### config.mk
export PLATFORM = sky130hd
export DESIGN_NAME = bitmap_find_first_set_clear_core
export DESIGN_NICKNAME = d
export VERILOG_FILES = /design/src/hdl/bfsc_pkg.sv /design/src/hdl/bitmap_find_first_set_clear_core.sv /design/src/hdl/bfsc_word_store.sv /design/src/hdl/bfsc_lowest_bit.sv
export SDC_FILE = /design/constraint.sdc
export NUM_CORES = 2
export LEC_CHECK = 0
export BUFFER_PORTS_ARGS = -buffer_cell sky130_fd_sc_hd__buf_2
export CORE_ASPECT_RATIO = 1.75
export CORE_MARGIN = 4
export CORE_UTILIZATION = 40
export CTS_CLUSTER_SIZE = 16
export DETAILED_ROUTE_END_ITERATION = 12
export GPL_TIMING_DRIVEN = 0
export SYNTH_ARGS = -nofsm -noshare
export SYNTH_HDL_FRONTEND = slang
export SYNTH_SLANG_ARGS = --single-unit
### constraint.sdc
create_clock -name clk -period 4.8 [get_ports clk]
set_input_delay 0.48 -clock clk [delete_from_list [all_inputs] [get_ports clk]]
set_output_delay 0.48 -clock clk [all_outputs]
set_load 0.01 [all_outputs]
### src/hdl/bfsc_pkg.sv
// ----------------------------------------------------------------------------
// bfsc_pkg
// Shared constants, types and operation codes of the bit map find core.
// ----------------------------------------------------------------------------
package bfsc_pkg;

    localparam int MAP_BITS   = 1024;
    localparam int WORD_BITS  = 32;
    localparam int WORD_COUNT = (MAP_BITS + WORD_BITS - 1) / WORD_BITS;
    localparam int BIT_W      = $clog2(WORD_BITS);
    localparam int ADDR_W     = $clog2(WORD_COUNT);
    localparam int CNT_W      = ADDR_W + 1;
    localparam int INDEX_W    = 10;
    localparam int SIZE_W     = 11;

    typedef logic [WORD_BITS-1:0] word_t;
    typedef logic [ADDR_W-1:0]    addr_t;

    typedef enum logic [2:0] {
        OP_TEST       = 3'd0,
        OP_SET        = 3'd1,
        OP_CLEAR      = 3'd2,
        OP_SET_ALL    = 3'd3,
        OP_CLEAR_ALL  = 3'd4,
        OP_FIND_SET   = 3'd5,
        OP_FIND_CLEAR = 3'd6
    } op_t;

    typedef struct packed {
        logic  rd_en;
        addr_t rd_addr;
        logic  wr_en;
        addr_t wr_addr;
        word_t wr_data;
    } mem_req_t;

endpackage

### src/hdl/bitmap_find_first_set_clear_core.sv
// ----------------------------------------------------------------------------
// bitmap_find_first_set_clear_core
// Bit map with single-bit test, set and clear, fill, and find first set/clear.
// ----------------------------------------------------------------------------
// An operation is taken when start is high and busy is low; its result shows
// on the result ports for one cycle with done high and must be taken then.
// Each cycle the word memory does at most one read or one write, which sets
// the time per operation. Test, set and clear read the word, then test the
// bit or write the word back; an out-of-range index, an unknown code and any
// operation on an empty map finish from idle. Set all and clear all write
// each word in use in turn. A find reads one word a cycle and stops at the
// first matching word. The map reads as all zeros after reset.
module bitmap_find_first_set_clear_core
(
    input  logic                          clk,
    input  logic                          rst_n,
    input  logic                          start,
    output logic                          busy,
    input  logic [2:0]                    operation,
    input  logic [bfsc_pkg::INDEX_W-1:0]  bit_index,
    input  logic                          cfg_valid,
    output logic                          cfg_ready,
    input  logic [bfsc_pkg::SIZE_W-1:0]   cfg_data,
    output logic                          done,
    output logic                          bit_value,
    output logic                          found,
    output logic [bfsc_pkg::INDEX_W-1:0]  found_index,
    output logic                          range_error
);
    import bfsc_pkg::*;

    typedef enum logic [3:0] {
        ST_IDLE = 4'b0001,
        ST_RMW  = 4'b0010,
        ST_FILL = 4'b0100,
        ST_SCAN = 4'b1000
    } state_t;

    state_t             state_reg, state_next;
    op_t                op_reg, op_next;
    logic [INDEX_W-1:0] idx_reg, idx_next;
    logic [SIZE_W-1:0]  size_reg, size_next;
    logic [CNT_W-1:0]   words_reg, words_next;
    logic [CNT_W-1:0]   cnt_reg, cnt_next;
    logic [SIZE_W-1:0]  bits_in_use_reg;
    logic               done_reg, done_next;
    logic               bit_value_reg, bit_value_next;
    logic               found_reg, found_next;
    logic [INDEX_W-1:0] found_index_reg, found_index_next;
    logic               range_error_reg, range_error_next;

    logic [SIZE_W-1:0]  size_now;
    logic [SIZE_W:0]    size_round;
    logic [CNT_W-1:0]   words_now;
    logic [CNT_W-1:0]   cnt_inc;
    logic               accept;
    logic               idx_ok;
    logic [BIT_W-1:0]   bit_sel;
    word_t              bit_mask;
    word_t              scan_word;
    logic               scan_any;
    logic [BIT_W-1:0]   scan_pos;
    logic [INDEX_W-1:0] scan_index;
    mem_req_t           req;
    word_t              rd_data;

    bfsc_word_store u_store
    (
        .clk     (clk),
        .rst_n   (rst_n),
        .req     (req),
        .rd_data (rd_data)
    );

    bfsc_lowest_bit u_lowest
    (
        .word (scan_word),
        .any  (scan_any),
        .pos  (scan_pos)
    );

    assign cfg_ready  = 1'b1;
    assign busy       = (state_reg != ST_IDLE);
    assign accept     = start && (state_reg == ST_IDLE);
    assign size_now   = (bits_in_use_reg > SIZE_W'(MAP_BITS)) ? SIZE_W'(MAP_BITS)
                                                               : bits_in_use_reg;
    assign size_round = {1'b0, size_now} + (SIZE_W + 1)'(WORD_BITS - 1);
    assign words_now  = CNT_W'(size_round >> BIT_W);
    assign idx_ok     = ({1'b0, bit_index} < size_now);
    assign cnt_inc    = cnt_reg + CNT_W'(1);
    assign bit_sel    = idx_reg[BIT_W-1:0];
    assign bit_mask   = word_t'(1) << bit_sel;
    assign scan_word  = (op_reg == OP_FIND_SET) ? rd_data : ~rd_data;
    assign scan_index = {cnt_reg[ADDR_W-1:0], scan_pos};

    always_comb
    begin
        state_next       = state_reg;
        op_next          = op_reg;
        idx_next         = idx_reg;
        size_next        = size_reg;
        words_next       = words_reg;
        cnt_next         = cnt_reg;
        done_next        = 1'b0;
        bit_value_next   = 1'b0;
        found_next       = 1'b0;
        found_index_next = '0;
        range_error_next = 1'b0;
        req              = '0;

        case (state_reg)
            ST_IDLE:
            begin
                if (accept)
                begin
                    op_next    = op_t'(operation);
                    idx_next   = bit_index;
                    size_next  = size_now;
                    words_next = words_now;
                    cnt_next   = '0;
                    case (op_t'(operation))
                        OP_TEST, OP_SET, OP_CLEAR:
                        begin
                            if (!idx_ok)
                            begin
                                done_next        = 1'b1;
                                range_error_next = 1'b1;
                            end
                            else
                            begin
                                req.rd_en   = 1'b1;
                                req.rd_addr = ADDR_W'(bit_index >> BIT_W);
                                state_next  = ST_RMW;
                            end
                        end
                        OP_SET_ALL, OP_CLEAR_ALL:
                        begin
                            if (words_now == '0)
                            begin
                                done_next = 1'b1;
                            end
                            else
                            begin
                                state_next = ST_FILL;
                            end
                        end
                        OP_FIND_SET, OP_FIND_CLEAR:
                        begin
                            if (words_now == '0)
                            begin
                                done_next = 1'b1;
                            end
                            else
                            begin
                                req.rd_en   = 1'b1;
                                req.rd_addr = '0;
                                state_next  = ST_SCAN;
                            end
                        end
                        default:
                        begin
                            done_next = 1'b1;
                        end
                    endcase
                end
            end
            ST_RMW:
            begin
                if (op_reg == OP_TEST)
                begin
                    bit_value_next = rd_data[bit_sel];
                end
                else
                begin
                    req.wr_en   = 1'b1;
                    req.wr_addr = ADDR_W'(idx_reg >> BIT_W);
                    req.wr_data = (op_reg == OP_SET) ? (rd_data | bit_mask)
                                                     : (rd_data & ~bit_mask);
                end
                done_next  = 1'b1;
                state_next = ST_IDLE;
            end
            ST_FILL:
            begin
                req.wr_en   = 1'b1;
                req.wr_addr = cnt_reg[ADDR_W-1:0];
                req.wr_data = (op_reg == OP_SET_ALL) ? '1 : '0;
                cnt_next    = cnt_inc;
                if (cnt_inc == words_reg)
                begin
                    done_next  = 1'b1;
                    state_next = ST_IDLE;
                end
            end
            ST_SCAN:
            begin
                if (scan_any)
                begin
                    if ({1'b0, scan_index} < size_reg)
                    begin
                        found_next       = 1'b1;
                        found_index_next = scan_index;
                    end
                    done_next  = 1'b1;
                    state_next = ST_IDLE;
                end
                else if (cnt_inc == words_reg)
                begin
                    done_next  = 1'b1;
                    state_next = ST_IDLE;
                end
                else
                begin
                    req.rd_en   = 1'b1;
                    req.rd_addr = cnt_inc[ADDR_W-1:0];
                    cnt_next    = cnt_inc;
                end
            end
            default:
            begin
                state_next = ST_IDLE;
            end
        endcase
    end

    always_ff @(posedge clk or negedge rst_n)
    begin
        if (!rst_n)
        begin
            state_reg       <= ST_IDLE;
            cnt_reg         <= '0;
            done_reg        <= 1'b0;
            bits_in_use_reg <= SIZE_W'(MAP_BITS);
        end
        else
        begin
            state_reg <= state_next;
            cnt_reg   <= cnt_next;
            done_reg  <= done_next;
            if (cfg_valid && cfg_ready)
            begin
                bits_in_use_reg <= cfg_data;
            end
        end
    end

    always_ff @(posedge clk)
    begin
        op_reg          <= op_next;
        idx_reg         <= idx_next;
        size_reg        <= size_next;
        words_reg       <= words_next;
        bit_value_reg   <= bit_value_next;
        found_reg       <= found_next;
        found_index_reg <= found_index_next;
        range_error_reg <= range_error_next;
    end

    assign done        = done_reg;
    assign bit_value   = bit_value_reg;
    assign found       = found_reg;
    assign found_index = found_index_reg;
    assign range_error = range_error_reg;

`ifndef SYNTHESIS
    assert property (@(posedge clk) disable iff (!rst_n)
        (done && found) |-> ({1'b0, found_index} < size_reg))
        else $error("Reported index lies beyond the valid size.");

    assert property (@(posedge clk) disable iff (!rst_n)
        (done && range_error) |-> (!found && !bit_value))
        else $error("Range error reported together with a bit or find result.");

    assert property (@(posedge clk) disable iff (!rst_n)
        req.wr_en |-> ((state_reg == ST_RMW && op_reg != OP_TEST) || state_reg == ST_FILL))
        else $error("Memory write outside a modify or fill step.");

    assert property (@(posedge clk) disable iff (!rst_n)
        (state_reg == ST_FILL) |-> (cnt_reg < words_reg))
        else $error("Fill went past the words in use.");
`endif

endmodule

### src/hdl/bfsc_word_store.sv
// ----------------------------------------------------------------------------
// bfsc_word_store
// Word memory of the bit map with one write and one registered read port.
// ----------------------------------------------------------------------------
module bfsc_word_store
(
    input  logic              clk,
    input  logic              rst_n,
    input  bfsc_pkg::mem_req_t req,
    output bfsc_pkg::word_t   rd_data
);
    import bfsc_pkg::*;

    word_t                 mem [WORD_COUNT];
    logic [WORD_COUNT-1:0] valid_reg;
    word_t                 rd_data_reg;

    // A word that was never written since reset reads as zero.
    always_ff @(posedge clk or negedge rst_n)
    begin
        if (!rst_n)
        begin
            valid_reg <= '0;
        end
        else if (req.wr_en)
        begin
            valid_reg[req.wr_addr] <= 1'b1;
        end
    end

    always_ff @(posedge clk)
    begin
        if (req.wr_en)
        begin
            mem[req.wr_addr] <= req.wr_data;
        end
    end

    always_ff @(posedge clk)
    begin
        if (req.rd_en)
        begin
            rd_data_reg <= valid_reg[req.rd_addr] ? mem[req.rd_addr] : '0;
        end
    end

    assign rd_data = rd_data_reg;

endmodule

### src/hdl/bfsc_lowest_bit.sv
// ----------------------------------------------------------------------------
// bfsc_lowest_bit
// Finds the position of the lowest set bit of one map word.
// ----------------------------------------------------------------------------
module bfsc_lowest_bit
(
    input  bfsc_pkg::word_t           word,
    output logic                      any,
    output logic [bfsc_pkg::BIT_W-1:0] pos
);
    import bfsc_pkg::*;

    word_t            rest;
    logic [BIT_W-1:0] pos_acc;

    // Halving search: each step drops the lower half when it is all zero.
    always_comb
    begin
        rest    = word;
        pos_acc = '0;
        for (int s = BIT_W - 1; s >= 0; s--)
        begin
            if ((rest & ((word_t'(1) << (1 << s)) - word_t'(1))) == '0)
            begin
                rest       = rest >> (1 << s);
                pos_acc[s] = 1'b1;
            end
        end
    end

    assign any = (word != '0);
    assign pos = pos_acc;

endmodule

==> reports/qor.csv <==
metric,value,unit
status,"complete, but fails checks",
failing checks,negative setup slack,
Largest register FFs,1024,
reg2reg setup slack,-0.0005,ns
Synth area leaders,"edfxtp_1, nand2_1, mux2i_1",
IO Port Bufs,42,
CP Capture Type,register,
share of post-route cells with drive strength above 1,17.9,%
"most common cell after layout, fill and taps aside",edfxtp_1,
remaining global-route overflow,0,
pin count of the biggest net entering global routing,55,
number of synthesized flops with an enable pin,1086,
antenna violations before repair,5,
Reg2Reg Depth,12,
final period utilization,100,%
"Primary FF master, synth",edfxtp_1,
TritonCTS buffer count,98,
RSZ-0062 raised after global routing,no,
WS Path Type,register to register,
clk root buf,clkbuf_16,
min Tclk post-route,4.80,ns
mux share of post-synthesis cell area,4.73,%
Sw Share,25.2,%
Worst Path Arrival,5.30,ns
Leak,20.1,nW
Slew @ Worst Pin,1.17,ns
XOR/XNOR share of the synthesized area,0.275,%
"FFs w/ async S/R, synth",4.68,%
Clock Skews,0.0435,ns
"Design Area, Final",56200,µm²
dpl hpwl,125000,µm
CTS H-Tree Depth,3,
Required @ worst endpoint,5.30,ns
Clock Power Share,38.2,%
main combinational cell family by area after synthesis,simple AND/OR/NAND/NOR gates,
maximum vdd drop,284,µV
Power Density,389,nW/µm²
gpl congestion,0.943,
CTS tree,yes,
worst reg2reg endpoint,u_store.rd_data[10]$_SDFFCE_PN0P_,
Synth Register Bits,1153,
Yosys warning count,0,
clk sinks,1153,
total track usage,27.5,%
Min-Delay Path Depth,3,
first-pass GRT wire length,242000,µm
P&R area growth vs syn,17.6,%
Final setup viols,1,
max-slew violation count,0,
DR pass1 iterations,9,
Comb pwr share,10.2,%
"area leader, netlist",edfxtp_1,
WL/cell,32.9,µm
worst reg2reg path startpoint,cnt_reg[2]$_DFFE_PN0P_,
"commonest non-fill, non-tap cells in the layout","edfxtp_1, nand2_1, nand3_1, mux2i_1, a21oi_1",
final worst slack,-0.000520,ns
switching pwr,5.51,mW
die width,269,µm
"Seq/Total Area, Yosys",71.7,%
Post-Synthesis Cells,3477,
WHS Endpoint,bits_in_use_reg[7]$_DFFE_PN0P_,
P_int,16.3,mW
routed wire length,176000,µm
Antenna Violating Nets Remaining,0,
Area after DPL,51800,µm²
Synth top area share,68.3,%
area of the mapped netlist,47700,µm²
Max clock buf depth,3,
vias in the first global route,31700,
Setup TNS,-0.000520,ns
Ports,44,
largest fanout on the critical path,10,
Reg power frac,51.6,%
Avg Inst Size Synth,13.7,µm²
row count,167,
fin util,47.4,%
die height,465,µm
Adder-Cell Fraction of Synth Area,0.498,%
"number of placed instances, taps included",5108,
worst hold path type,input pin to register,
startpoint types,register,
final std cells w/o fill,5334,
# Max-Cap Violations,0,
hold path start,cfg_data[7],
residual DRC count,0,
Max transition margin,21.9,%
Initial Utilization,40.3,%
post-layout net count,3772,
Clock Pin Slew Worst Setup and Hold Paths,0.07,ns
Synth Area in Simple Gates,12.7,%
Final Hold Viols,0,
vias per cell,6.08,
detailed-route via count,32400,
clock latency on the worst-skew pair,0.73,ns
post-synthesis compound-gate area fraction,7.57,%
Syn Nets,3524,
drt initial violations,4287,
DIE AREA,125000,µm²
f_max,208,MHz
total core area,118000,µm²
Yosys cell types,90,
==> what timing repair did <==
| item | CTS | global route |
|---|---|---|
| endpoints found under the hold margin | 21 | 52 |
| hold buffers | 23 | 1 |
| endpoints found under the setup margin | 42 | 39 |
| buffers inserted | 10 | 7 |
| resized for setup | 144 | 59 |
| pin swaps | 12 | 9 |
==> metal layers <==
layer	track usage (%)	wire [µm]	up-vias
li1	-	-	13600
met1	28.8	55500	16200
met2	47.6	86900	1996
met3	4.54	14100	627
met4	24.4	19100	0
met5	0	0	-
==> worst max-delay path, cell delays in order, from the launching register on <==
cell       delay, ns
dfrtp_1         0.66
nand3_2         0.30
or4_4           0.61
a211oi_4        0.38
a2bb2oi_2       0.23
buf_4           0.27
buf_6           0.18
clkbuf_1        0.80
nand2_1         0.13
a32o_1          0.31
a31oi_1         0.17
a2bb2oi_1       0.12
o22ai_1         0.37
==> kinds of logic after synthesis <==
group | count (synthesis)
and+or+nand+nor | 1330
DFF | 1153
AOI/OAI and AO/OA | 514
buffers and inverters | 236
muxes | 209
adders and majority gates | 19
xor gates and xnor gates | 15
other | 1
==> power by group through the flow <==
stage	combinational, mW	clock (mW)	sequential, mW
finish	2.24	8.34	11.3
CTS	2.13	8.37	11.3
global placement	1.94	0	11.5
global route	2.30	8.77	11.3
detailed placement	2.03	0	11.5
floorplan	1.12	0	11.4
==> worst max path at each step <==
stage	start	end	depth (start not counted)
floorplan	bits_in_use_reg[10]$_DFFE_PN1P_	u_store.rd_data[8]$_SDFFCE_PN0P_	17
global placement	bits_in_use_reg[10]$_DFFE_PN1P_	u_store.rd_data[0]$_SDFFCE_PN0P_	14
detailed placement	bits_in_use_reg[10]$_DFFE_PN1P_	u_store.rd_data[0]$_SDFFCE_PN0P_	14
CTS	bits_in_use_reg[10]$_DFFE_PN1P_	u_store.rd_data[11]$_SDFFCE_PN0P_	17
global route	cnt_reg[1]$_DFFE_PN0P_	u_store.rd_data[19]$_SDFFCE_PN0P_	14
finish	cnt_reg[2]$_DFFE_PN0P_	u_store.rd_data[10]$_SDFFCE_PN0P_	12
==> stage by stage <==
step	setup slack (ns)	hold WS, ns	power (mW)
after floorplan	0.822	0.184	12.5
after global placement	-1.89	0.443	13.4
after detailed placement	-1.95	0.452	13.5
after CTS	0.00717	0.00631	21.8
after global routing	0.00259	0.0167	22.4
final	-0.000520	0.0254	21.9
==> area by class of cell <==
class	count	area, µm²
inverter	26	97.6
antenna	5	12.5
tap	1521	1900
multi-input combinational	2088	13200
fill	10100	62300
clock inverter	63	726
clock buffer	120	2540
timing repair buffer	152	2030
sequential	1153	34200
buffer	206	1390
==> cell usage after synthesis, types with 13 or more instances <==
cell,number
edfxtp_1,1086
nand2_1,773
nand3_1,185
a21oi_1,178
mux2i_1,176
nor2_1,84
o21ai_0,79
buf_2,75
clkbuf_1,75
nand4_1,67
dfrtp_1,52
a32oi_1,46
buf_4,38
nor3_1,37
or2_2,35
nor4_1,31
and3_1,29
a31oi_1,27
inv_1,26
a221oi_2,23
a22oi_1,23
mux2_2,22
a211oi_1,21
a221oi_1,19
ha_1,19
a21o_1,14
buf_6,13
dfxtp_1,13
nand2b_1,13
No activity file was read; power rests on OpenSTA's default activity.
